$ cat src/sv/dwmd_pkg.sv
// Shared constants for the distinct-window marker detector.
// Used by dwmd_cell and distinct_window_marker_detector; depends on nothing.
package dwmd_pkg;

  localparam int unsigned SymW            = 8;
  localparam int unsigned WinW            = 4;
  localparam int unsigned MaxWindowDef    = 14;
  localparam int unsigned PositionBitsDef = 20;

  localparam logic [WinW-1:0] WindowReset = WinW'(4);

endpackage

$ cat src/sv/distinct_window_marker_detector.sv
// Top level of the distinct-window marker detector: history chain, run and position tracking.
// Depends on dwmd_pkg and dwmd_cell.
//
// The block takes one symbol per cycle and reports the first position at which the last
// window_size symbols are all different. Each transfer is handled in the cycle it is
// accepted: a chain of MAX_WINDOW-1 cells holds the earlier symbols, compares them all with
// the new one at once and ripples the nearest repeat back to the head of the chain. A result
// appears on the master side the cycle after the symbol that causes it and sits in a single
// output register; a new symbol is taken whenever that register is empty or being emptied,
// so the sustained rate is one symbol per clock. Symbols after a find give no result until
// tlast, which clears the stream state. window_size is taken as 1 when 0 and as MAX_WINDOW
// when larger; the position saturates at 2^POSITION_BITS-1.
module distinct_window_marker_detector #(
  parameter int unsigned MAX_WINDOW    = dwmd_pkg::MaxWindowDef,
  parameter int unsigned POSITION_BITS = dwmd_pkg::PositionBitsDef,
  localparam int unsigned OutDataW     = ((POSITION_BITS + 7) / 8) * 8
) (
  input  logic                      clk_i,
  input  logic                      rst_ni,
  input  logic                      cfg_we_i,
  input  logic [dwmd_pkg::WinW-1:0] cfg_wdata_i,     // window_size
  input  logic                      s_axis_tvalid,
  output logic                      s_axis_tready,
  input  logic [dwmd_pkg::SymW-1:0] s_axis_tdata,    // [7:0] symbol
  input  logic                      s_axis_tlast,    // end_of_stream
  output logic                      m_axis_tvalid,
  input  logic                      m_axis_tready,
  output logic [OutDataW-1:0]       m_axis_tdata,    // marker_position, zero padded
  output logic [0:0]                m_axis_tuser     // [0] found
);
  import dwmd_pkg::*;

  localparam int unsigned Hist = MAX_WINDOW - 1;
  localparam int unsigned RunW = $clog2(MAX_WINDOW + 1);
  localparam int unsigned CmpW = (RunW > WinW) ? RunW : WinW;
  localparam logic [POSITION_BITS-1:0] PosMax = '1;

  logic [WinW-1:0]          win_q;
  logic [RunW-1:0]          run_q, run_d;
  logic [POSITION_BITS-1:0] cnt_q, cnt_d, cnt_inc;
  logic                     seen_q, seen_d;
  logic                     out_valid_q, out_valid_d;
  logic                     out_found_q, out_found_d;
  logic [POSITION_BITS-1:0] out_pos_q, out_pos_d;

  logic                     accept, active, marker;
  logic [CmpW-1:0]          win_eff;
  logic [RunW-1:0]          run_tail, run_new;

  logic [SymW-1:0]          chain_sym [Hist];
  logic [RunW-1:0]          chain_run [Hist];

  assign s_axis_tready = !out_valid_q || m_axis_tready;
  assign accept        = s_axis_tvalid && s_axis_tready;
  assign active        = accept && !seen_q;

  // With no repeat in the run, the run grows by one, bounded by MAX_WINDOW (one more than the history depth).
  assign run_tail = ((run_q >= RunW'(Hist)) ? RunW'(Hist) : run_q) + RunW'(1);

  for (genvar j = 0; j < Hist; j++) begin : g_cell
    dwmd_cell #(
      .Idx  (j),
      .RunW (RunW)
    ) u_cell (
      .clk_i     (clk_i),
      .shift_i   (active),
      .sym_in_i  ((j == 0) ? s_axis_tdata : chain_sym[(j == 0) ? 0 : j - 1]),
      .probe_i   (s_axis_tdata),
      .run_len_i (run_q),
      .run_in_i  ((j == Hist - 1) ? run_tail : chain_run[(j == Hist - 1) ? j : j + 1]),
      .sym_o     (chain_sym[j]),
      .run_out_o (chain_run[j])
    );
  end

  assign run_new = chain_run[0];

  always_comb begin
    if (win_q == '0) begin
      win_eff = CmpW'(1);
    end else if (CmpW'(win_q) > CmpW'(MAX_WINDOW)) begin
      win_eff = CmpW'(MAX_WINDOW);
    end else begin
      win_eff = CmpW'(win_q);
    end
  end

  assign marker  = CmpW'(run_new) >= win_eff;
  assign cnt_inc = (cnt_q == PosMax) ? cnt_q : cnt_q + POSITION_BITS'(1);

  always_comb begin
    run_d       = run_q;
    cnt_d       = cnt_q;
    seen_d      = seen_q;
    out_valid_d = out_valid_q;
    out_found_d = out_found_q;
    out_pos_d   = out_pos_q;

    if (m_axis_tready) begin
      out_valid_d = 1'b0;
    end

    if (active) begin
      run_d = run_new;
      cnt_d = cnt_inc;
      if (marker) begin
        seen_d      = 1'b1;
        out_valid_d = 1'b1;
        out_found_d = 1'b1;
        out_pos_d   = cnt_inc;
      end else if (s_axis_tlast) begin
        out_valid_d = 1'b1;
        out_found_d = 1'b0;
        out_pos_d   = '0;
      end
    end

    if (accept && s_axis_tlast) begin
      run_d  = '0;
      cnt_d  = '0;
      seen_d = 1'b0;
    end
  end

  always_ff @(posedge clk_i or negedge rst_ni) begin
    if (!rst_ni) begin
      win_q       <= WindowReset;
      run_q       <= '0;
      cnt_q       <= '0;
      seen_q      <= 1'b0;
      out_valid_q <= 1'b0;
    end else begin
      if (cfg_we_i) begin
        win_q <= cfg_wdata_i;
      end
      run_q       <= run_d;
      cnt_q       <= cnt_d;
      seen_q      <= seen_d;
      out_valid_q <= out_valid_d;
    end
  end

  always_ff @(posedge clk_i) begin
    out_found_q <= out_found_d;
    out_pos_q   <= out_pos_d;
  end

  assign m_axis_tvalid = out_valid_q;
  assign m_axis_tdata  = OutDataW'(out_pos_q);
  assign m_axis_tuser  = out_found_q;

endmodule

$ cat src/sv/dwmd_cell.sv
// One history cell of the detector: holds one earlier symbol and compares it with the new one.
// Depends on dwmd_pkg.
module dwmd_cell #(
  parameter int unsigned Idx  = 0,
  parameter int unsigned RunW = 4
) (
  input  logic                      clk_i,
  input  logic                      shift_i,
  input  logic [dwmd_pkg::SymW-1:0] sym_in_i,   // symbol from the newer neighbor
  input  logic [dwmd_pkg::SymW-1:0] probe_i,    // symbol being taken now
  input  logic [RunW-1:0]           run_len_i,  // current distinct run length
  input  logic [RunW-1:0]           run_in_i,   // run result from the older neighbor
  output logic [dwmd_pkg::SymW-1:0] sym_o,
  output logic [RunW-1:0]           run_out_o
);
  import dwmd_pkg::*;

  logic [SymW-1:0] sym_q;
  logic            hit;

  always_ff @(posedge clk_i) begin
    if (shift_i) begin
      sym_q <= sym_in_i;
    end
  end

  // Only symbols inside the current run can end it; the nearest hit wins.
  assign hit       = (sym_q == probe_i) && (RunW'(Idx) < run_len_i);
  assign run_out_o = hit ? RunW'(Idx + 1) : run_in_i;
  assign sym_o     = sym_q;

endmodule

$ cat config.mk
export PLATFORM = sky130hd
export DESIGN_NAME = distinct_window_marker_detector
export DESIGN_NICKNAME = d
export VERILOG_FILES = /design/src/sv/dwmd_pkg.sv /design/src/sv/distinct_window_marker_detector.sv /design/src/sv/dwmd_cell.sv
export SDC_FILE = /design/constraint.sdc
export NUM_CORES = 1
export LEC_CHECK = 0
export BUFFER_PORTS_ARGS = -buffer_cell sky130_fd_sc_hd__clkbuf_2
export CAP_MARGIN = 30
export CORE_UTILIZATION = 35
export DETAILED_ROUTE_END_ITERATION = 16
export SLEW_MARGIN = 40
export SYNTH_ARGS = -nofsm -noshare
export SYNTH_HDL_FRONTEND = slang
export SYNTH_HIERARCHICAL = 1
export SYNTH_SLANG_ARGS = --single-unit
$ cat constraint.sdc
create_clock -name clk_i -period 14.5 [get_ports clk_i]
set_clock_uncertainty 0.1 [all_clocks]
set_input_delay 1.45 -clock clk_i [delete_from_list [all_inputs] [get_ports clk_i]]
set_output_delay 1.45 -clock clk_i [all_outputs]
set_load 0.05 [all_outputs]
==> results of run 1 <==
[cells in the final DEF, fill, tap and decap left out, drive strengths merged, types with 3 or more instances in the layout]
| cell type | count |
|---|---|
| nand3 | 15 |
| conb | 4 |
| nor2b | 5 |
| inv | 46 |
| o31ai | 11 |
| or4 | 3 |
| a22o | 5 |
| clkbuf | 57 |
| o21ai | 18 |
| nand4 | 17 |
| and2 | 8 |
| or2 | 3 |
| nand2b | 8 |
| nor4 | 12 |
| nor3 | 10 |
| o31a | 15 |
| a21oi | 21 |
| and3 | 9 |
| nand2 | 29 |
| dfrtp | 29 |
| o211ai | 3 |
| o2111ai | 3 |
| a211oi | 3 |
| nor2 | 27 |
| xnor2 | 74 |
| a31o | 16 |
| edfxtp | 125 |
| a31oi | 23 |
| xor2 | 40 |
| ha | 6 |
| and4 | 10 |
[final timing paths]
check                                                             to  depth (start not counted)
worst min-delay path            g_cell[10].u_cell/sym_o[0]$_DFFE_PP_                          0
min in group asynchronous                       cnt_q[6]$_DFFE_PN0P_                          1
worst max-delay path                     out_pos_q[16]$_SDFFCE_PN0P_                         29
worst min register to register  g_cell[10].u_cell/sym_o[0]$_DFFE_PP_                          0
max in group asynchronous                       cnt_q[3]$_DFFE_PN0P_                          1
worst max register to register           out_pos_q[16]$_SDFFCE_PN0P_                         28
[routing by layer]
layer  part of all wire, %  wire [µm]
met3                   4.0        628
met5                     0          0
met1                    44       6950
met4                   1.6        255
met2                    50       7860
[power breakdown]
| part | switching [mW] | internal [mW] |
|---|---|---|
| Combinational | 0.226 | 0.122 |
| Sequential | 0.0654 | 0.604 |
| Clock | 0.202 | 0.246 |
[stage by stage]
step | std cells | worst slack (ns)
2_1_floorplan | 626 | 6.21
3_3_place_gp | 932 | 7.41
3_5_place_dp | 933 | 7.27
4_1_cts | 965 | 7.69
5_1_grt | 965 | 7.22
6_report | 965 | 7.70
[state kept, by name, summed over array words and instances (netlist names)]
| register | count |
|---|---|
| cnt_q | 20 |
| win_q | 4 |
| m_axis_tuser | 1 |
| out_pos_q | 20 |
| m_axis_tvalid | 1 |
| seen_q | 1 |
| g_cell.u_cell/sym_o | 104 |
| run_q | 4 |
[critical path, delay by kind of cell]
kind                     cells  cell delay, ns
AO/OA/AOI/OAI               14            2.14
AND/OR/NAND/NOR              5            1.62
buffers and inverters        9            1.28
adder cells (fa/ha/maj)      1            0.22
[synth_stat cells, types with 3 or more instances]
cell	n	area [µm²]
o31a_1	15	131
nor4_2	5	62.6
a31oi_1	23	144
a21oi_1	21	105
a211oi_1	3	22.5
nand2_1	29	109
and4_1	9	78.8
xnor2_1	74	648
and2_1	8	50.1
nand2b_1	8	50.1
nand3_1	13	65.1
ha_1	6	75.1
and3_1	9	56.3
o2111ai_1	3	26.3
edfxtp_1	125	3750
o31ai_1	11	82.6
nor4_4	4	85.1
o21ai_1	7	35.0
clkbuf_1	5	18.8
nor2b_1	4	25.0
inv_1	36	135
o21ai_0	11	55.1
nor2_1	26	97.6
dfrtp_1	29	726
or2_1	3	18.8
buf_2	5	25.0
a31o_1	10	87.6
xor2_1	40	350
nor3_1	8	40.0
buf_4	4	30.0
nor4_1	3	18.8
o211ai_1	3	22.5
a22o_1	5	43.8
nand4_1	15	93.8
a31o_2	6	52.6
[cell families after synthesis]
kind of cell | count (synthesis) | synth area share, %
multiplexers | 2 | 0.289
other | 1 | 0.0481
adder cells (fa/ha/maj) | 6 | 0.964
AND/OR/NAND/NOR | 160 | 13.1
AO/OA/AOI/OAI | 134 | 12.2
XOR/XNOR | 114 | 12.8
buffers and inverters | 51 | 2.83
flip-flops | 155 | 57.8
[layout make-up]
| type | instances | area share, % |
|---|---|---|
| Clock buffer | 17 | 4.78 |
| Clock inverter | 15 | 1.90 |
| Timing Repair Buffer | 42 | 2.53 |
| Tap cell | 280 | 3.93 |
| Inverter | 36 | 1.52 |
| Sequential cell | 155 | 50.6 |
| Multi-Input combinational cell | 420 | 34.7 |
==> summary.txt, run 1 <==
Synthesis
  – Number of register bits inferred by synthesis: around 160
  – Leading register cell type out of synthesis: edfxtp_1
  – Combined area of all synthesized cells: slightly below 8000 µm²
  – Post-synth EDFFs: between 100 and 150
  – Portion of the post-synthesis area used by sequential elements: ~58%
  – Number of warnings printed during yosys synthesis: 6
  – Number of instances in the synthesized netlist: roughly 620
  – Average cell area after synthesis: between 10 and 15 µm²
  – Share of flip-flops with an asynchronous set or reset: roughly a fifth
  – Cell variety after synth: 63

STA
  – Setup violations, final: 0
  – Top achievable clock speed: about 0.15 GHz
  – Hold_ws: ~0.37 ns
  – Final Cycle Share: between 40% and 50%
  – Final Max Slew Viols: 0
  – Setup_tns: 0 ns
  – Endpoints failing hold: 0
  – Slew at the pin with the worst max-slew slack: approximately 0.83 ns
  – Worst rel slew slack: 44.8%
  – Final critical delay including setup and external delays: between 6 and 7 ns
  – RSZ-0062 raised after global routing: no

Drt
  – Ratio of routed vias to standard cells: approximately 5.2
  – Wire length reported by the detailed router: between 15000 and 20000 µm
  – Number of design-rule violations left by the first detailed-router iteration: between 300 and 400
  – Number of search-and-repair iterations in the first detailed-routing pass: 5
  – DR WL/cell: 16.3 µm
  – Antenna viol nets, final: 0
  – DRC violations left: 0
  – Total number of vias: just over 5000

Clock network
  – CTS Buffer Depth: 2
  – Number of CTS-inserted buffers: 17
  – Number of buffers added for setup after CTS: 0
  – Reg clk slew, reported paths: approximately 0.070 ns
  – Root cell of the clock tree: clkbuf_16
  – Number of gates resized after CTS: 0
  – Total number of H-tree levels: 4
  – Hold buffer count at cts: 0
  – CTS sink cnt: roughly 160
  – CTS tree: yes
  – Insertion delay of the later-clocked pin in the worst-skew pair: 0.43 ns

Setup path
  – Type of the worst setup path: in -> reg
  – Launch point of the worst path: s_axis_tdata[0]
  – Slowest library cell on the worst path: nor2_2
  – Reg-to-reg slack, setup: between 8 and 9 ns
  – Startpoint kind of the worst setup timing path: input port
  – Source of the worst register-to-register timing path: run_q[2]$_DFFE_PN0P_
  – Crit path DAT: 6.74 ns
  – Critical path data required time: roughly 14 ns
  – Endpoint kind of the worst setup timing path: flip-flop
  – CP peak stage delay: 0.61 ns
  – Crit-path max FO: 21
  – Most prevalent standard cell on the critical path: inv_1

Outcome
  – Outcome: finished clean

Min path
  – Origin of the worst min-delay path: g_cell[9].u_cell/sym_o[0]$_DFFE_PP_
  – Class of the worst hold path: reg -> reg

Place
  – Number of port buffers: 40
  – RePlAce Congestion: 0.750
  – Area post-placement: about 8300 µm²
  – Final HPWL from detailed placement: approximately 11000 µm

Floorplanning
  – Width of the chip: around 150 µm
  – Core area: 21800 µm²
  – Vert. Die Dim: approximately 150 µm
  – Io pins: between 40 and 50
  – Rows: 54
  – Starting Density: 35.7%
  – Die Footprint: about 23000 µm²

Cells and area
  – Fraction of final layout cells with drive strength greater than 1: roughly 15%
  – Fin area: between 8000 and 9000 µm²
  – Multi-input gate area: just over 3000 µm²
  – Area growth from synthesis to final layout: 14.3%
  – Fin util: between 40 and 50%
  – Filler cell count: 2046
  – Final net count: roughly 700
  – Storage cell area: around 4500 µm²
  – Number of antenna diodes: 0

Global route
  – Initial antenna violation count: 0
  – Gr ovfl total: 0
  – Routing layer with the top usage in global route: met2
  – GRT Overall Usage: 14.6%
  – Met3 capacity usage during global routing: 3.95%
  – Wire length of the first global-routing pass: about 25000 µm
  – Met2 track utilization from global routing: between 20% and 30%
  – Met1 GRT Util: between 15 and 20%
  – Number of global-route vias before repair: ~5100
  – Pin count of the biggest net entering global routing: between 90 and 100

Power
  – Worst IR drop on VDD: 0.169 mV
  – Leakage Power: 3.19 nW
  – Final Total Pwr: 1.47 mW
  – Power per Cell Area: roughly 160 nW/µm²

Run
  – Count of max-cap constraint violations: 0
Power figures use the tool's default switching activity.
==> run 2, diff against run 1 <==
==> constraint.sdc (replaced) <==
create_clock -name clk_i -period 5.7 [get_ports clk_i]
set_clock_uncertainty 0.1 [all_clocks]
set_input_delay 0.57 -clock clk_i [delete_from_list [all_inputs] [get_ports clk_i]]
set_output_delay 0.57 -clock clk_i [all_outputs]
set_load 0.05 [all_outputs]
==> summary.txt, run 2 (synthesized netlist as in run 1, its figures left out) <==
Outcome
  – Outcome: finished clean (unchanged)

Power
  – Worst IR drop on VDD: 0.268 mV (was 0.169 mV)
  – Power per Cell Area: 416 nW/µm² (was 165 nW/µm²)
  – Leakage Power: 3.22 nW (was 3.19 nW)

Global route
  – GRT Overall Usage: 15.4% (was 14.6%)
  – Pin count of the biggest net entering global routing: 82 (was 94)
  – Gr ovfl total: 0 (unchanged)
  – Wire length of the first global-routing pass: 26600 µm (was 25500 µm)
  – Initial antenna violation count: 0 (unchanged)
  – Number of global-route vias before repair: 5137 (was 5149)

Floorplanning
  – Core area: 21800 µm² (unchanged)
  – Io pins: 45 (unchanged)
  – Width of the chip: 151 µm (unchanged)
  – Vert. Die Dim: 151 µm (unchanged)
  – Die Footprint: 22900 µm² (unchanged)
  – Rows: 54 (unchanged)
  – Starting Density: 35.7% (unchanged)

Drt
  – Number of design-rule violations left by the first detailed-router iteration: 337 (was 338)
  – DR WL/cell: 17.1 µm (was 16.3 µm)
  – Post-route met1 wirelength: 7790 µm (was 6950 µm)
  – Length of routed met2 wiring: 8020 µm (was 7860 µm)
  – Met3 layer wire length in the routed design: 601 µm (was 628 µm)
  – Ratio of routed vias to standard cells: 5.27 (was 5.23)
  – Number of search-and-repair iterations in the first detailed-routing pass: 5 (unchanged)
  – DRC violations left: 0 (unchanged)
  – Highest Signal Layer: met4 (unchanged)
  – Total number of vias: 5145 (was 5047)
  – Wire length reported by the detailed router: 16700 µm (was 15700 µm)
  – Antenna viol nets, final: 0 (unchanged)

Cells and area
  – Final net count: 709 (was 696)
  – Fin cells: 977 (was 965)
  – Commonest non-fill, non-tap cell in the layout: edfxtp_1 (unchanged)
  – Max reg flops: 104 (unchanged)
  – Fin area: 8990 µm² (was 8900 µm²)
  – Area growth from synthesis to final layout: 15.3% (was 14.3%)
  – Filler cell count: 2032 (was 2046)
  – Leading cell types in the layout, fill and taps excluded: edfxtp_1, xnor2_1, xor2_1 (unchanged)
  – Number of antenna diodes: 0 (unchanged)
  – Fraction of final layout cells with drive strength greater than 1: 17.2% (was 15.5%)

STA
  – Final Max Slew Viols: 0 (unchanged)
  – Setup violations, final: 0 (unchanged)
  – Post-layout worst setup margin: 0.415 ns (was 7.70 ns)
  – Top achievable clock speed: 0.189 GHz
  – RSZ-0062 raised after global routing: no (unchanged)
  – Setup_tns: 0 ns (unchanged)
  – Final critical delay including setup and external delays: approximately 5.3 ns
  – Worst rel slew slack: 49.4% (was 44.8%)
  – Slew at the pin with the worst max-slew slack: 0.760 ns (was 0.827 ns)
  – Endpoints failing hold: 0 (unchanged)
  – Final Cycle Share: 92.7%

Setup path
  – CP peak stage delay: 0.50 ns (was 0.61 ns)
  – Crit path DAT: 5.21 ns (was 6.74 ns)
  – Slowest library cell on the worst path: dfrtp_2 (was nor2_2)
  – Cell count of the worst reg-to-reg path: 28 (unchanged)
  – Startpoint kind of the worst setup timing path: flip-flop (was input port)
  – Most prevalent standard cell on the critical path: inv_1 (unchanged)
  – Endpoint kind of the worst setup timing path: flip-flop (unchanged)
  – Critical path data required time: 5.62 ns (was 14.44 ns)
  – Type of the worst setup path: reg -> reg (was in -> reg)
  – Crit-path max FO: 21 (unchanged)

Place
  – Area post-placement: 8400 µm² (was 8310 µm²)
  – Worst-case setup slack after placement: 0.224 ns (was 7.27 ns)
  – Inst Count DP: 946 (was 933)
  – Number of port buffers: 40 (unchanged)
  – RePlAce Congestion: 0.803 (was 0.750)
  – Final HPWL from detailed placement: 11900 µm (was 11000 µm)

Clock network
  – Hold buffer count at cts: 0 (unchanged)
  – Number of CTS-inserted buffers: 17 (unchanged)
  – Total number of H-tree levels: 4 (unchanged)
  – Reg clk slew, reported paths: 0.06 ns (was 0.07 ns)
  – Root cell of the clock tree: clkbuf_16 (unchanged)
  – CTS tree: yes (unchanged)
  – Insertion delay of the later-clocked pin in the worst-skew pair: 0.43 ns (about the same)
  – CTS sink cnt: 155 (unchanged)
  – CTS Buffer Depth: 2 (unchanged)

Run
  – Count of max-cap constraint violations: 0 (unchanged)

Min path
  – Class of the worst hold path: in -> async (was reg -> reg)
[run 2: power by group]
part           internal [mW]  switching [mW]
sequential              1.54           0.144
clock                  0.645           0.471
combinational          0.332           0.608
[run 2: path summary, 6_finish.rpt]
kind | startpoint | end | slack, ns
max | run_q[2]$_DFFE_PN0P_ | out_pos_q[6]$_SDFFCE_PN0P_ | 0.42
min | rst_ni | cnt_q[11]$_DFFE_PN0P_ | 0.10
max reg2reg | run_q[2]$_DFFE_PN0P_ | out_pos_q[6]$_SDFFCE_PN0P_ | 0.42
min reg2reg | g_cell[10].u_cell/sym_o[5]$_DFFE_PP_ | g_cell[11].u_cell/sym_o[5]$_DFFE_PP_ | 0.37
max in group asynchronous | rst_ni | run_q[3]$_DFFE_PN0P_ | 4.89
min in group clk_i | cfg_wdata_i[2] | win_q[2]$_DFFE_PN1P_ | 0.24
[run 2: stage by stage]
step / total power, mW / hold WS, ns / util [%]
5_1_grt: 3.93 / 0.149 / 41.2
4_1_cts: 3.77 / 0.132 / 41.1
2_1_floorplan: 2.37 / 0.174 / -
6_report: 3.74 / 0.101 / 41.2
3_5_place_dp: 2.65 / 0.354 / 38.5
3_3_place_gp: 2.62 / 0.352 / 38.4
[run 2: routing by layer]
layer  global-route usage, %  vias to the layer above
met3                    3.40                       28
met5                       0                        -
li1                        -                     2469
met1                    20.4                     2514
met2                    24.4                      134
met4                    6.40                        0
[run 2: cell type report]
cell class | instances | area (µm²) | share of cell area [%]
Inverter | 36 | 139 | 1.55
Clock buffer | 17 | 425 | 4.73
Tap cell | 280 | 350 | 3.90
Sequential cell | 155 | 4510 | 50.2
Clock inverter | 14 | 145 | 1.62
Multi-Input combinational cell | 420 | 3100 | 34.5
Timing Repair Buffer | 55 | 320 | 3.56
[run 2: worst max-delay path: cells and delay by family, from the launching register on]
| kind | cells | cell delay, ns |
|---|---|---|
| flops | 1 | 0.50 |
| compound gates | 14 | 2.16 |
| fa+ha+maj | 1 | 0.22 |
| simple gates | 5 | 0.93 |
| buf+inv | 8 | 0.95 |
[run 2: what timing repair did]
item                                    4_1_cts  5_1_grt
endpoints found under the setup margin        0       21
gates resized for setup                       0        3
buffers inserted                              0        0
